### src/hdl/dsat_pkg.sv
`timescale 1ns / 1ps

package dsat_pkg;

  // Width of logical sector arithmetic; results wrap modulo 2^LOGICAL_BITS
  localparam int LOGICAL_BITS = 24;
  // Width of the logical fields on the ports
  localparam int LOGICAL_PORT_BITS = 24;
  // Geometry values are bytes; one multiply pass takes one step per bit
  localparam int GEOM_BITS = 8;
  // Step counter covers the longest pass (one divide step per logical bit)
  localparam int CNT_W = $clog2(LOGICAL_BITS + 1);
  // Shared adder carries one extra bit for the borrow of a trial subtract
  localparam int ADD_W = LOGICAL_BITS + 1;

  localparam logic [7:0]  JMP_NEAR      = 8'hE9;
  localparam logic [7:0]  JMP_SHORT     = 8'hEB;
  localparam logic [7:0]  MEDIA_MIN     = 8'hF8;
  localparam logic [23:0] SS_360K_TOTAL = 24'd720;
  localparam logic [15:0] GEOM_MAX      = 16'd255;
  localparam logic [7:0]  DEFAULT_SPT   = 8'd9;
  localparam logic [7:0]  SPT_MEDIA_DS  = 8'd8;

  typedef enum logic [1:0] {
    ACT_DETECT = 2'd0,
    ACT_P2L    = 2'd1,
    ACT_L2P    = 2'd2
  } action_t;

endpackage

### src/hdl/dsat_if.sv
`timescale 1ns / 1ps

// Request channel: one translate or detect item
interface dsat_cmd_if;
  logic        valid;
  logic        ready;
  logic [1:0]  action;
  logic [7:0]  track_in;
  logic [7:0]  side_in;
  logic [7:0]  sector_in;
  logic [23:0] logical_in;
  logic [7:0]  boot_first_byte;
  logic [15:0] boot_sectors_field;
  logic [15:0] boot_heads_field;
  logic [7:0]  fat_media_byte;
  logic        read_failed;
  logic [23:0] total_sectors;

  modport source (
    output valid, action, track_in, side_in, sector_in, logical_in, boot_first_byte,
           boot_sectors_field, boot_heads_field, fat_media_byte, read_failed,
           total_sectors,
    input  ready
  );
  modport sink (
    input  valid, action, track_in, side_in, sector_in, logical_in, boot_first_byte,
           boot_sectors_field, boot_heads_field, fat_media_byte, read_failed,
           total_sectors,
    output ready
  );
endinterface

// Response channel: one result item per request item
interface dsat_rsp_if;
  logic        valid;
  logic        ready;
  logic [23:0] logical_out;
  logic [7:0]  track_out;
  logic [7:0]  side_out;
  logic [7:0]  sector_out;
  logic [7:0]  geometry_sectors;
  logic [7:0]  geometry_sides;
  logic        not_ready;
  logic        out_of_range;

  modport source (
    output valid, logical_out, track_out, side_out, sector_out, geometry_sectors,
           geometry_sides, not_ready, out_of_range,
    input  ready
  );
  modport sink (
    input  valid, logical_out, track_out, side_out, sector_out, geometry_sectors,
           geometry_sides, not_ready, out_of_range,
    output ready
  );
endinterface

### src/hdl/disk_sector_address_translator_top.sv
`timescale 1ns / 1ps
// Floppy sector address translator.
// cmd carries one item: detect geometry, physical to logical, or logical to
// physical. rsp returns exactly one result item per command, in order, with
// the geometry in force after that command.
// cmd.ready is high only while the sequencer is idle; one item is worked at
// a time by a single shared adder under a small step counter.
// Work per item, from acceptance to the result register:
//   detect, logical 0 or 1, or not-ready translations: no arithmetic pass
//   physical to logical: 2 shift-add multiplies of 8 steps
//   logical to physical: 2 restoring divides of LOGICAL_BITS steps
// The next item is accepted in the cycle after a result is loaded, so the
// divide passes make logical to physical the slowest item.
// A finished result sits in the output register until rsp.ready; the
// sequencer accepts the next command meanwhile and waits at its end only if
// the register is still full.
// Reset clears the geometry to not detected (0 sectors, 0 sides) and empties
// the output register.
module disk_sector_address_translator_top (
  input  logic            clk,
  input  logic            rst,
  dsat_cmd_if.sink        cmd,
  dsat_rsp_if.source      rsp
);

  localparam int LB = dsat_pkg::LOGICAL_BITS;
  localparam int AW = dsat_pkg::ADD_W;
  localparam int CW = dsat_pkg::CNT_W;

  typedef enum logic [1:0] {
    S_IDLE,
    S_MUL,
    S_DIV,
    S_DONE
  } state_t;

  state_t state;

  // Geometry
  logic [7:0] spt_q;
  logic [7:0] sc_q;

  // Item context
  dsat_pkg::action_t act_r;
  logic              nr_r;
  logic              long_r;
  logic [7:0]        sector_r;
  logic              phase;
  logic [CW-1:0]     cnt;

  // Shared datapath registers
  logic [LB-1:0] acc;
  logic [LB-1:0] mcand;
  logic [7:0]    mplier;
  logic [LB-1:0] quo;
  logic [7:0]    rem;

  // Output register
  logic        out_valid;
  logic [23:0] out_logical;
  logic [7:0]  out_track;
  logic [7:0]  out_side;
  logic [7:0]  out_sector;
  logic [7:0]  out_geo_spt;
  logic [7:0]  out_geo_sides;
  logic        out_nr;
  logic        out_oor;

  // Detection
  logic [7:0] det_spt;
  logic [7:0] det_sc;
  logic [7:0] fb_sc;
  logic       boot_ok;

  always_comb begin
    fb_sc   = (cmd.total_sectors == dsat_pkg::SS_360K_TOTAL) ? 8'd1 : 8'd2;
    boot_ok = (cmd.boot_sectors_field != 16'd0) &&
              (cmd.boot_sectors_field <= dsat_pkg::GEOM_MAX) &&
              (cmd.boot_heads_field != 16'd0) &&
              (cmd.boot_heads_field <= dsat_pkg::GEOM_MAX);
    det_spt = dsat_pkg::DEFAULT_SPT;
    det_sc  = fb_sc;
    if (cmd.read_failed) begin
      det_spt = dsat_pkg::DEFAULT_SPT;
      det_sc  = fb_sc;
    end else if (cmd.boot_first_byte == dsat_pkg::JMP_NEAR ||
                 cmd.boot_first_byte == dsat_pkg::JMP_SHORT) begin
      if (boot_ok) begin
        det_spt = cmd.boot_sectors_field[7:0];
        det_sc  = cmd.boot_heads_field[7:0];
      end
    end else if (cmd.fat_media_byte >= dsat_pkg::MEDIA_MIN) begin
      det_spt = cmd.fat_media_byte[1] ? dsat_pkg::SPT_MEDIA_DS : dsat_pkg::DEFAULT_SPT;
      det_sc  = cmd.fat_media_byte[0] ? 8'd2 : 8'd1;
    end
  end

  // Request decode
  logic [LB-1:0] lg_in;
  logic          trivial_p;

  assign lg_in     = LB'(cmd.logical_in);
  assign trivial_p = (cmd.track_in == 8'd0) && (cmd.side_in == 8'd0);

  // Shared adder: accumulate for multiply, trial subtract for divide
  logic [8:0]    div_sh;
  logic [7:0]    div_d;
  logic [AW-1:0] add_a;
  logic [AW-1:0] add_b;
  logic          add_cin;
  logic [AW-1:0] add_sum;

  assign div_sh = {rem, quo[LB-1]};
  assign div_d  = phase ? sc_q : spt_q;

  always_comb begin
    if (state == S_DIV) begin
      add_a   = AW'(div_sh);
      add_b   = ~AW'(div_d);
      add_cin = 1'b1;
    end else begin
      add_a   = {1'b0, acc};
      add_b   = {1'b0, mcand};
      add_cin = 1'b0;
    end
    add_sum = add_a + add_b + AW'(add_cin);
  end

  logic out_free;
  assign out_free = !out_valid || rsp.ready;

  assign cmd.ready = (state == S_IDLE) && !rst;

  // Sequencer and registered outputs
  always_ff @(posedge clk) begin
    if (rst) begin
      state     <= S_IDLE;
      spt_q     <= 8'd0;
      sc_q      <= 8'd0;
      out_valid <= 1'b0;
    end else begin
      // drain the output register unless a new result loads it this cycle
      if (out_valid && rsp.ready && state != S_DONE) begin
        out_valid <= 1'b0;
      end
      case (state)
        S_IDLE: begin
          if (cmd.valid) begin
            act_r  <= dsat_pkg::action_t'(cmd.action);
            nr_r   <= 1'b0;
            long_r <= 1'b0;
            phase  <= 1'b0;
            state  <= S_DONE;
            case (cmd.action)
              dsat_pkg::ACT_DETECT: begin
                spt_q <= det_spt;
                sc_q  <= det_sc;
              end
              dsat_pkg::ACT_P2L: begin
                sector_r <= cmd.sector_in;
                if (!trivial_p && sc_q == 8'd0) begin
                  nr_r <= 1'b1;
                end else begin
                  // first pass: side + sides * track
                  acc    <= LB'(cmd.side_in);
                  mcand  <= LB'(cmd.track_in);
                  mplier <= sc_q;
                  cnt    <= CW'(dsat_pkg::GEOM_BITS);
                  state  <= S_MUL;
                end
              end
              dsat_pkg::ACT_L2P: begin
                if (lg_in <= LB'(1)) begin
                  sector_r <= {7'd0, lg_in[0]} + 8'd1;
                end else if (sc_q == 8'd0 || spt_q == 8'd0) begin
                  nr_r     <= 1'b1;
                  sector_r <= 8'd0;
                end else begin
                  quo    <= lg_in;
                  rem    <= 8'd0;
                  cnt    <= CW'(LB);
                  long_r <= 1'b1;
                  state  <= S_DIV;
                end
              end
              default: begin
                sector_r <= 8'd0;
              end
            endcase
          end
        end

        S_MUL: begin
          if (cnt != '0) begin
            if (mplier[0]) begin
              acc <= add_sum[LB-1:0];
            end
            mcand  <= {mcand[LB-2:0], 1'b0};
            mplier <= {1'b0, mplier[7:1]};
            cnt    <= cnt - CW'(1);
          end else if (!phase) begin
            // second pass: sectors * (first pass) + sector - 1
            mcand  <= acc;
            acc    <= LB'(sector_r) - LB'(1);
            mplier <= spt_q;
            cnt    <= CW'(dsat_pkg::GEOM_BITS);
            phase  <= 1'b1;
          end else begin
            state <= S_DONE;
          end
        end

        S_DIV: begin
          if (cnt != '0) begin
            if (!add_sum[AW-1]) begin
              rem <= add_sum[7:0];
              quo <= {quo[LB-2:0], 1'b1};
            end else begin
              rem <= div_sh[7:0];
              quo <= {quo[LB-2:0], 1'b0};
            end
            cnt <= cnt - CW'(1);
          end else if (!phase) begin
            // remainder by sectors gives the sector; quotient goes on to sides
            sector_r <= rem + 8'd1;
            rem      <= 8'd0;
            cnt      <= CW'(LB);
            phase    <= 1'b1;
          end else begin
            state <= S_DONE;
          end
        end

        S_DONE: begin
          if (out_free) begin
            out_valid     <= 1'b1;
            out_logical   <= (act_r == dsat_pkg::ACT_P2L && !nr_r) ? 24'(acc) : 24'd0;
            out_track     <= long_r ? quo[7:0] : 8'd0;
            out_side      <= long_r ? rem : 8'd0;
            out_sector    <= (act_r == dsat_pkg::ACT_L2P) ? sector_r : 8'd0;
            out_geo_spt   <= spt_q;
            out_geo_sides <= sc_q;
            out_nr        <= nr_r;
            out_oor       <= (act_r == dsat_pkg::ACT_P2L && !nr_r && sector_r == 8'd0) ||
                             (long_r && (|quo[LB-1:8]));
            state         <= S_IDLE;
          end
        end

        default: begin
          state <= S_IDLE;
        end
      endcase
    end
  end

  assign rsp.valid            = out_valid;
  assign rsp.logical_out      = out_logical;
  assign rsp.track_out        = out_track;
  assign rsp.side_out         = out_side;
  assign rsp.sector_out       = out_sector;
  assign rsp.geometry_sectors = out_geo_spt;
  assign rsp.geometry_sides   = out_geo_sides;
  assign rsp.not_ready        = out_nr;
  assign rsp.out_of_range     = out_oor;

endmodule

### src/flat_wrapper.sv
// flat-port wrapper written by rule: the top's interface ports become plain ports
module disk_sector_address_translator_top_flat 
  (clk, rst, cmd_valid, cmd_action, cmd_track_in, cmd_side_in, cmd_sector_in, cmd_logical_in, cmd_boot_first_byte, cmd_boot_sectors_field, cmd_boot_heads_field, cmd_fat_media_byte, cmd_read_failed, cmd_total_sectors, cmd_ready, rsp_valid, rsp_logical_out, rsp_track_out, rsp_side_out, rsp_sector_out, rsp_geometry_sectors, rsp_geometry_sides, rsp_not_ready, rsp_out_of_range, rsp_ready);
  dsat_cmd_if cmd_i ();
  dsat_rsp_if rsp_i ();
  input  logic clk;
  input  logic rst;
  input wire logic [$bits(cmd_i.valid)-1:0] cmd_valid;
  input wire logic [$bits(cmd_i.action)-1:0] cmd_action;
  input wire logic [$bits(cmd_i.track_in)-1:0] cmd_track_in;
  input wire logic [$bits(cmd_i.side_in)-1:0] cmd_side_in;
  input wire logic [$bits(cmd_i.sector_in)-1:0] cmd_sector_in;
  input wire logic [$bits(cmd_i.logical_in)-1:0] cmd_logical_in;
  input wire logic [$bits(cmd_i.boot_first_byte)-1:0] cmd_boot_first_byte;
  input wire logic [$bits(cmd_i.boot_sectors_field)-1:0] cmd_boot_sectors_field;
  input wire logic [$bits(cmd_i.boot_heads_field)-1:0] cmd_boot_heads_field;
  input wire logic [$bits(cmd_i.fat_media_byte)-1:0] cmd_fat_media_byte;
  input wire logic [$bits(cmd_i.read_failed)-1:0] cmd_read_failed;
  input wire logic [$bits(cmd_i.total_sectors)-1:0] cmd_total_sectors;
  output wire logic [$bits(cmd_i.ready)-1:0] cmd_ready;
  output wire logic [$bits(rsp_i.valid)-1:0] rsp_valid;
  output wire logic [$bits(rsp_i.logical_out)-1:0] rsp_logical_out;
  output wire logic [$bits(rsp_i.track_out)-1:0] rsp_track_out;
  output wire logic [$bits(rsp_i.side_out)-1:0] rsp_side_out;
  output wire logic [$bits(rsp_i.sector_out)-1:0] rsp_sector_out;
  output wire logic [$bits(rsp_i.geometry_sectors)-1:0] rsp_geometry_sectors;
  output wire logic [$bits(rsp_i.geometry_sides)-1:0] rsp_geometry_sides;
  output wire logic [$bits(rsp_i.not_ready)-1:0] rsp_not_ready;
  output wire logic [$bits(rsp_i.out_of_range)-1:0] rsp_out_of_range;
  input wire logic [$bits(rsp_i.ready)-1:0] rsp_ready;
  assign cmd_i.valid = cmd_valid;
  assign cmd_i.action = cmd_action;
  assign cmd_i.track_in = cmd_track_in;
  assign cmd_i.side_in = cmd_side_in;
  assign cmd_i.sector_in = cmd_sector_in;
  assign cmd_i.logical_in = cmd_logical_in;
  assign cmd_i.boot_first_byte = cmd_boot_first_byte;
  assign cmd_i.boot_sectors_field = cmd_boot_sectors_field;
  assign cmd_i.boot_heads_field = cmd_boot_heads_field;
  assign cmd_i.fat_media_byte = cmd_fat_media_byte;
  assign cmd_i.read_failed = cmd_read_failed;
  assign cmd_i.total_sectors = cmd_total_sectors;
  assign cmd_ready = cmd_i.ready;
  assign rsp_valid = rsp_i.valid;
  assign rsp_logical_out = rsp_i.logical_out;
  assign rsp_track_out = rsp_i.track_out;
  assign rsp_side_out = rsp_i.side_out;
  assign rsp_sector_out = rsp_i.sector_out;
  assign rsp_geometry_sectors = rsp_i.geometry_sectors;
  assign rsp_geometry_sides = rsp_i.geometry_sides;
  assign rsp_not_ready = rsp_i.not_ready;
  assign rsp_out_of_range = rsp_i.out_of_range;
  assign rsp_i.ready = rsp_ready;
  disk_sector_address_translator_top u_core (.clk(clk), .rst(rst), .cmd(cmd_i), .rsp(rsp_i));
endmodule
### config.mk
export PLATFORM = sky130hd
export DESIGN_NAME = disk_sector_address_translator_top_flat
export DESIGN_NICKNAME = d
export VERILOG_FILES = /design/src/hdl/dsat_pkg.sv /design/src/hdl/dsat_if.sv /design/src/hdl/disk_sector_address_translator_top.sv /design/src/flat_wrapper.sv
export SDC_FILE = /design/constraint.sdc
export NUM_CORES = 1
export LEC_CHECK = 0
export ABC_CLOCK_PERIOD_IN_PS = 7110
export BUFFER_PORTS_ARGS = -buffer_cell sky130_fd_sc_hd__buf_2
export CAP_MARGIN = 0
export CORE_UTILIZATION = 40
export DETAILED_ROUTE_END_ITERATION = 8
export GPL_TIMING_DRIVEN = 0
export RECOVER_POWER = 50
export REMOVE_ABC_BUFFERS = 1
export SYNTH_ARGS = -nofsm -noshare
export SYNTH_HDL_FRONTEND = slang
export SYNTH_SLANG_ARGS = --single-unit
### constraint.sdc
create_clock -name clk -period 7.11 [get_ports clk]
set_input_delay 1.422 -clock clk [delete_from_list [all_inputs] [get_ports clk]]
set_output_delay 1.422 -clock clk [all_outputs]
set_load 0.02 [all_outputs]
==> results of run 1 <==
## worst max-delay path by stage
stage                                                    end  slack (ns)  cells past startpoint
detailed placement                   u_core.acc[2]$_DFFE_PP_        1.95                      6
global route                     u_core.rem[4]$_SDFFCE_PN0P_        1.63                     13
floorplan           u_core.rsp.geometry_sectors[0]$_DFFE_PP_        0.58                      2
CTS                                  u_core.acc[0]$_DFFE_PP_        2.38                      6
finish                           u_core.rem[6]$_SDFFCE_PN0P_        2.05                     13
global placement    u_core.rsp.logical_out[23]$_SDFFCE_PN0P_       -2.31                      2
## cells in the final DEF (no fill, tap or decap), drive strengths merged, types with 11 or more instances in the layout
master,count
nor3,13
a21oi,29
a21o,16
a22oi,13
mux2i,19
ha,37
a21boi,17
buf,130
a31oi,17
edfxtp,172
nor4,29
mux2,41
nand2,93
nor2,78
nand3,19
nor2b,22
or2,17
xnor2,14
and2,50
dfxtp,19
xor2,15
nand4,11
inv,38
clkbuf,96
o21ai,44
## cells by family after synthesis
| logic type | after synthesis | share of synthesized area (%) |
|---|---|---|
| AO/OA/AOI/OAI | 196 | 13.1 |
| XOR/XNOR | 29 | 2.40 |
| adder cells (fa/ha/maj) | 38 | 4.55 |
| buffers and inverters | 81 | 3.10 |
| flip-flops | 191 | 52.3 |
| multiplexers | 60 | 6.15 |
| AND/OR/NAND/NOR | 367 | 18.4 |
## flip-flops by register name (all words and copies together), names as in the netlist, 24 cells and up
name                    count
u_core.rsp.logical_out     24
u_core.quo                 24
u_core.mcand               24
u_core.acc                 24
## metal layers
| metal | global-route usage, % | vias to the layer above |
|---|---|---|
| li1 | - | 3928 |
| met2 | 32.5 | 217 |
| met1 | 29.2 | 3865 |
| met5 | 0 | - |
| met4 | 4.59 | 2 |
| met3 | 3.77 | 28 |
## layout make-up
class,count,area share [%]
Sequential cell,191,44.8
Clock buffer,22,3.94
Tap cell,335,3.39
Timing Repair Buffer,205,7.98
Antenna cell,1,0.0202
Inverter,33,1.00
Clock inverter,10,0.587
Multi-Input combinational cell,690,38.2
## power groups by stage
stage | clock, W | combinational (W) | sequential (W)
3_5_place_dp | 0 | 0.00192 | 0.00157
3_3_place_gp | 0 | 0.00189 | 0.00158
5_1_grt | 0.000983 | 0.00214 | 0.00156
4_1_cts | 0.000944 | 0.00194 | 0.00155
2_1_floorplan | 0 | 0.00144 | 0.00155
6_report | 0.000925 | 0.00193 | 0.00155
## critical path, stage by stage, from the launching register on
cell and delay, ns:
dfxtp_1 0.36, inv_1 0.13, ha_1 1.29, mux2_2 0.44, ha_1 0.32, a21oi_1 0.12, fa_1 0.53, nor2b_4 0.16
o311ai_2 0.13, a21oi_2 0.22, o21ai_4 0.11, o31ai_4 0.62, mux2i_1 0.26, nor2_1 0.06
## per-stage QoR
stage | cell area (µm²) | util (%) | setup slack (ns)
after floorplan | 10400 | - | 0.584
after detailed placement | 12000 | 45.9 | 1.95
final | 12400 | 47.5 | 2.05
after global routing | 12400 | 47.5 | 1.63
after CTS | 12500 | 48.1 | 2.38
after global placement | 11800 | 45.2 | -2.31
==> flow_summary.toml, run 1 <==
[outcome]
status = "complete, but fails checks"
violations = "max-capacitance violations, max-slew violations"

[global_route]
grt_max_degree = 47
grt_usage_pct = 20.6
grt_pass1_vias = 7721
grt_pass1_wl_um = 42600
grt.overflow.total = 0
antenna_found_initial = 2

[clock_network]
cts_tree = "yes"
postCtsHoldBufs = 0
clkLatencyLatePin_ns = 0.43
ctsRootBufferMaster = "clkbuf_16"
htreeDepth = 4
postCtsSetupRepairBufs = 0
cts.clk_slew.worst_paths_ns = 0.07
numCtsBuffers = 17
clock_path_buffers = 2
cts.sinks = 191
cts_resized = 0

[finish]
multi_input_area_um2 = 4730
regArea_um2 = 5550
syn_to_final_growth_pct = 16.6
layout.nets = 1303
layout-drive-gt1-share_pct = 21.5
num-fill-cells = 2473
fin_cells = 1487

[hold_path]
holdPathEnd = "u_core.rsp.not_ready$_DFFE_PP_"
hold_path_depth = 0
hp-start = "u_core.nr_r$_DFFE_PP_"
min_path_type = "reg2reg"

[setup_path]
r2r_cells = 13
r2r-end = "u_core.rem[6]$_SDFFCE_PN0P_"
cp_max_fo = 39
startpoint_type = "register"
reg2reg_from = "u_core.state[0]$_SDFFE_PP0P_"
end_kind = "register"
critical_path_required_ns = 7.28
startpoint = "u_core.state[0]$_SDFFE_PP0P_"
critPathKind = "reg2reg"
ff2ff_setup_slack_ns = 2.05
cp.arrival_ns = 5.22

[synthesis]
ys_seq_area_share_pct = 52.3
yosysMostFrequentCell = "edfxtp_1"
syn-cell-area_um2 = 10600
synth.top_cells.by_count = "172 x edfxtp_1, 93 x nand2_1, 76 x nor2_1"
ys.flop_type = "edfxtp_1"
ys_seq_elements = 191
synthTopCellsByArea = "edfxtp_1 49%, ha_1 4.4%, mux2_2 4.4%, dfxtp_1 3.6%, nand2_1 3.3%"
synth_area_leader_cell = "edfxtp_1"
synth.avg_cell_area_um2 = 11.0
netlist.area_leader.share_pct = 48.7
syn_inst = 962
ys_types = 84
ys_warn_count = 0
async_reset_ff_share_pct = 0
synth_edf_count = 172

[sta]
min_period_ns = 5.06
max-slew-margin-rel_pct = -14.1
timing.final.crit_share_pct = 71.1
clock_skew_ns = 0.0103
hold_viol = 0
worst_slew_pin_slew_ns = 1.71
rsz0062_at_grt = "no"
setup_tns_ns = 0
finalSetupViolations = 0
max_freq_mhz = 198
slew_viol_final = 111
hold_slack_ns = 0.474

[placement]
place_hpwl_um = 19900
dp_cells = 1454
gp_congestion = 0.879
numPortBuffers = 192

[pwr]
p_int_w = 0.00273
sequentialPowerShare_pct = 35.2
pwr-share-clk_pct = 21.0
combPwrFrac_pct = 43.8
p_sw_share_pct = 38.0
p_sw_w = 0.00167
peakVddDrop_mv = 0.170
p_leak_nw = 4.58
power_w = 0.00440
cellPowerDensity_nw_per_um2 = 356

[floorplan]
start_util_pct = 40.7
core_area_um2 = 26100
die-area_um2 = 27200
die_w_um = 165
num_rows = 59
fp.dieH_um = 165
ios = 195

[detailed_routing]
viasPerCell = 5.41
routed-wl-met3_um = 1300
wl_per_cell_um = 18.1
highest_layer = "met5"
drc = 0
drt_iter0_markers = 642
wl_met1_um = 12900
met2WireLength_um = 12300
drt_wl_total_um = 26900
postRouteAntennaNets = 0
vias = 8040
first_pass_iters = 5

[flow_run]
drv_cap = 4
Note: power is estimated with default switching activity, not from simulation.
==> run 2, diff against run 1 <==
ABC_CLOCK_PERIOD_IN_PS = 4800   (was 7110)
clock period = 4.8 ns   (was 7.11 ns; I/O delays follow)
==> run 2 against run 1 <==
The run still ends with max-capacitance violations, max-slew violations left. Critical path depth grew 1. Setup slack lost 1.7 ns. Sequential share of layout area shrank 0.063 points. Utilization grew 0.067 points. Sequential cell count is the same. Combinational power grew 48%. Sequential power grew 48%. Via count shrank 0.14%. Largest power group unchanged. Highest routed layer unchanged.
==> flow_summary.toml, run 2 (synthesis results as in run 1) <==
[clock_network]
ctsRootBufferMaster = "clkbuf_16"
clock_path_buffers = 2
postCtsSetupRepairBufs = 0
numCtsBuffers = 17
htreeDepth = 4
cts.sinks = 191
cts.clk_slew.worst_paths_ns = 0.07
cts_tree = "yes"
clkLatencyLatePin_ns = 0.43

[global_route]
grt_max_degree = 47
grt_pass1_wl_um = 42600
grt_usage_pct = 20.6
antenna_found_initial = 2
grt.overflow.total = 0
grt_pass1_vias = 7721

[detailed_routing]
vias = 8029
drt_wl_total_um = 26800
drc = 0
wl_per_cell_um = 18.0
postRouteAntennaNets = 0
viasPerCell = 5.40
first_pass_iters = 5
drt_iter0_markers = 614

[floorplan]
fp.dieH_um = 165
core_area_um2 = 26100
start_util_pct = 40.7
num_rows = 59
die-area_um2 = 27200
ios = 195
die_w_um = 165

[sta]
max_freq_mhz = 227
finalSetupViolations = 0
timing.final.crit_share_pct = 91.7
min_period_ns = 4.40
hold_slack_ns = 0.476
hold_viol = 0
setup_tns_ns = 0
slew_viol_final = 28
clock_skew_ns = 0.00965
worst_slew_pin_slew_ns = 1.63
max-slew-margin-rel_pct = -9.74
rsz0062_at_grt = "no"

[setup_path]
critPathKind = "reg2reg"
cp.arrival_ns = 4.57
startpoint_type = "register"
cp_max_fo = 46
critical_path_required_ns = 4.97
end_kind = "register"
r2r_cells = 14

[placement]
numPortBuffers = 192
dp_cells = 1454
place_hpwl_um = 19900
gp_congestion = 0.879

[finish]
layout_common_cells = "172 x edfxtp_1, 122 x buf_2, 93 x nand2_1"
layout-drive-gt1-share_pct = 21.5
num-fill-cells = 2474
fin_util_pct = 47.5
final_common_cell = "edfxtp_1"
fin_cells = 1487
syn_to_final_growth_pct = 16.8
layout.nets = 1303

[hold_path]
hold_path_depth = 0
min_path_type = "reg2reg"

[flow_run]
drv_cap = 2

[pwr]
power_w = 0.00653
peakVddDrop_mv = 0.251
p_leak_nw = 4.58
cellPowerDensity_nw_per_um2 = 527

[outcome]
violations = "max-capacitance violations, max-slew violations"
status = "complete, but fails checks"
[run 2: cell types whose count changed in the layout (fill, tap and decap cells not counted), sizes merged]
cell,previous run,this run
buf,130,128
clkbuf,96,98
[run 2: metrics by stage]
step	setup slack [ns]	area, µm²
floorplan	-1.26	10400
global placement	-4.16	11800
detailed placement	0.103	12000
CTS	0.275	12500
global route	0.128	12400
finish	0.399	12400
[run 2: final timing paths]
kind / from / endpoint / slack, ns
worst max-delay path: u_core.state[0]$_SDFFE_PP0P_ / u_core.rem[6]$_SDFFCE_PN0P_ / 0.40
worst min-delay path: u_core.nr_r$_DFFE_PP_ / u_core.rsp.not_ready$_DFFE_PP_ / 0.48
worst max register to register: u_core.state[0]$_SDFFE_PP0P_ / u_core.rem[6]$_SDFFCE_PN0P_ / 0.40
worst min register to register: u_core.nr_r$_DFFE_PP_ / u_core.rsp.not_ready$_DFFE_PP_ / 0.48
[run 2: worst max-delay path, stage by stage (launching register included)]
cell	delay [ns]
dfxtp_1	0.36
inv_1	0.17
ha_2	0.46
buf_12	0.28
mux2_2	0.38
ha_1	0.31
a21oi_1	0.12
fa_1	0.47
nor2b_4	0.16
o311ai_2	0.13
a21oi_2	0.22
o21ai_4	0.11
o31ai_4	0.62
mux2i_1	0.26
nor2_1	0.06
[run 2: area by class of cell]
type / instances / area, µm² / share of cell area (%)
clock buffers: 22 / 487 / 3.93
diodes: 1 / 2.50 / 0.0202
multi-input cells: 690 / 4750 / 38.3
repair buffers: 205 / 988 / 7.98
well taps: 335 / 419 / 3.38
clock inverters: 10 / 72.6 / 0.586
inverters: 33 / 124 / 1.00
flip-flops and latches: 191 / 5550 / 44.8
[run 2: power by group]
| part | leakage (nW) | switching, W | internal (W) |
|---|---|---|---|
| combinational | 2.55 | 0.00171 | 0.00115 |
| clock | 0.282 | 0.000638 | 0.000733 |
| sequential | 1.75 | 0.000136 | 0.00216 |
| total | 4.58 | 0.00248 | 0.00404 |
[run 2: timing repair]
action / in CTS / in global routing
endpoints found under the setup margin: 0 / 4
hold buffers: 0 / 0
endpoints found under the hold margin: 0 / 0
resized for setup: 0 / 1
[run 2: layer usage]
| metal | vias to the layer above | wire, µm | GRT usage (%) |
|---|---|---|---|
| li1 | 3927 | - | - |
| met1 | 3843 | 12700 | 29.2 |
| met2 | 232 | 12400 | 32.5 |
| met3 | 25 | 1410 | 3.77 |
| met4 | 2 | 339 | 4.59 |
| met5 | - | 13 | 0 |
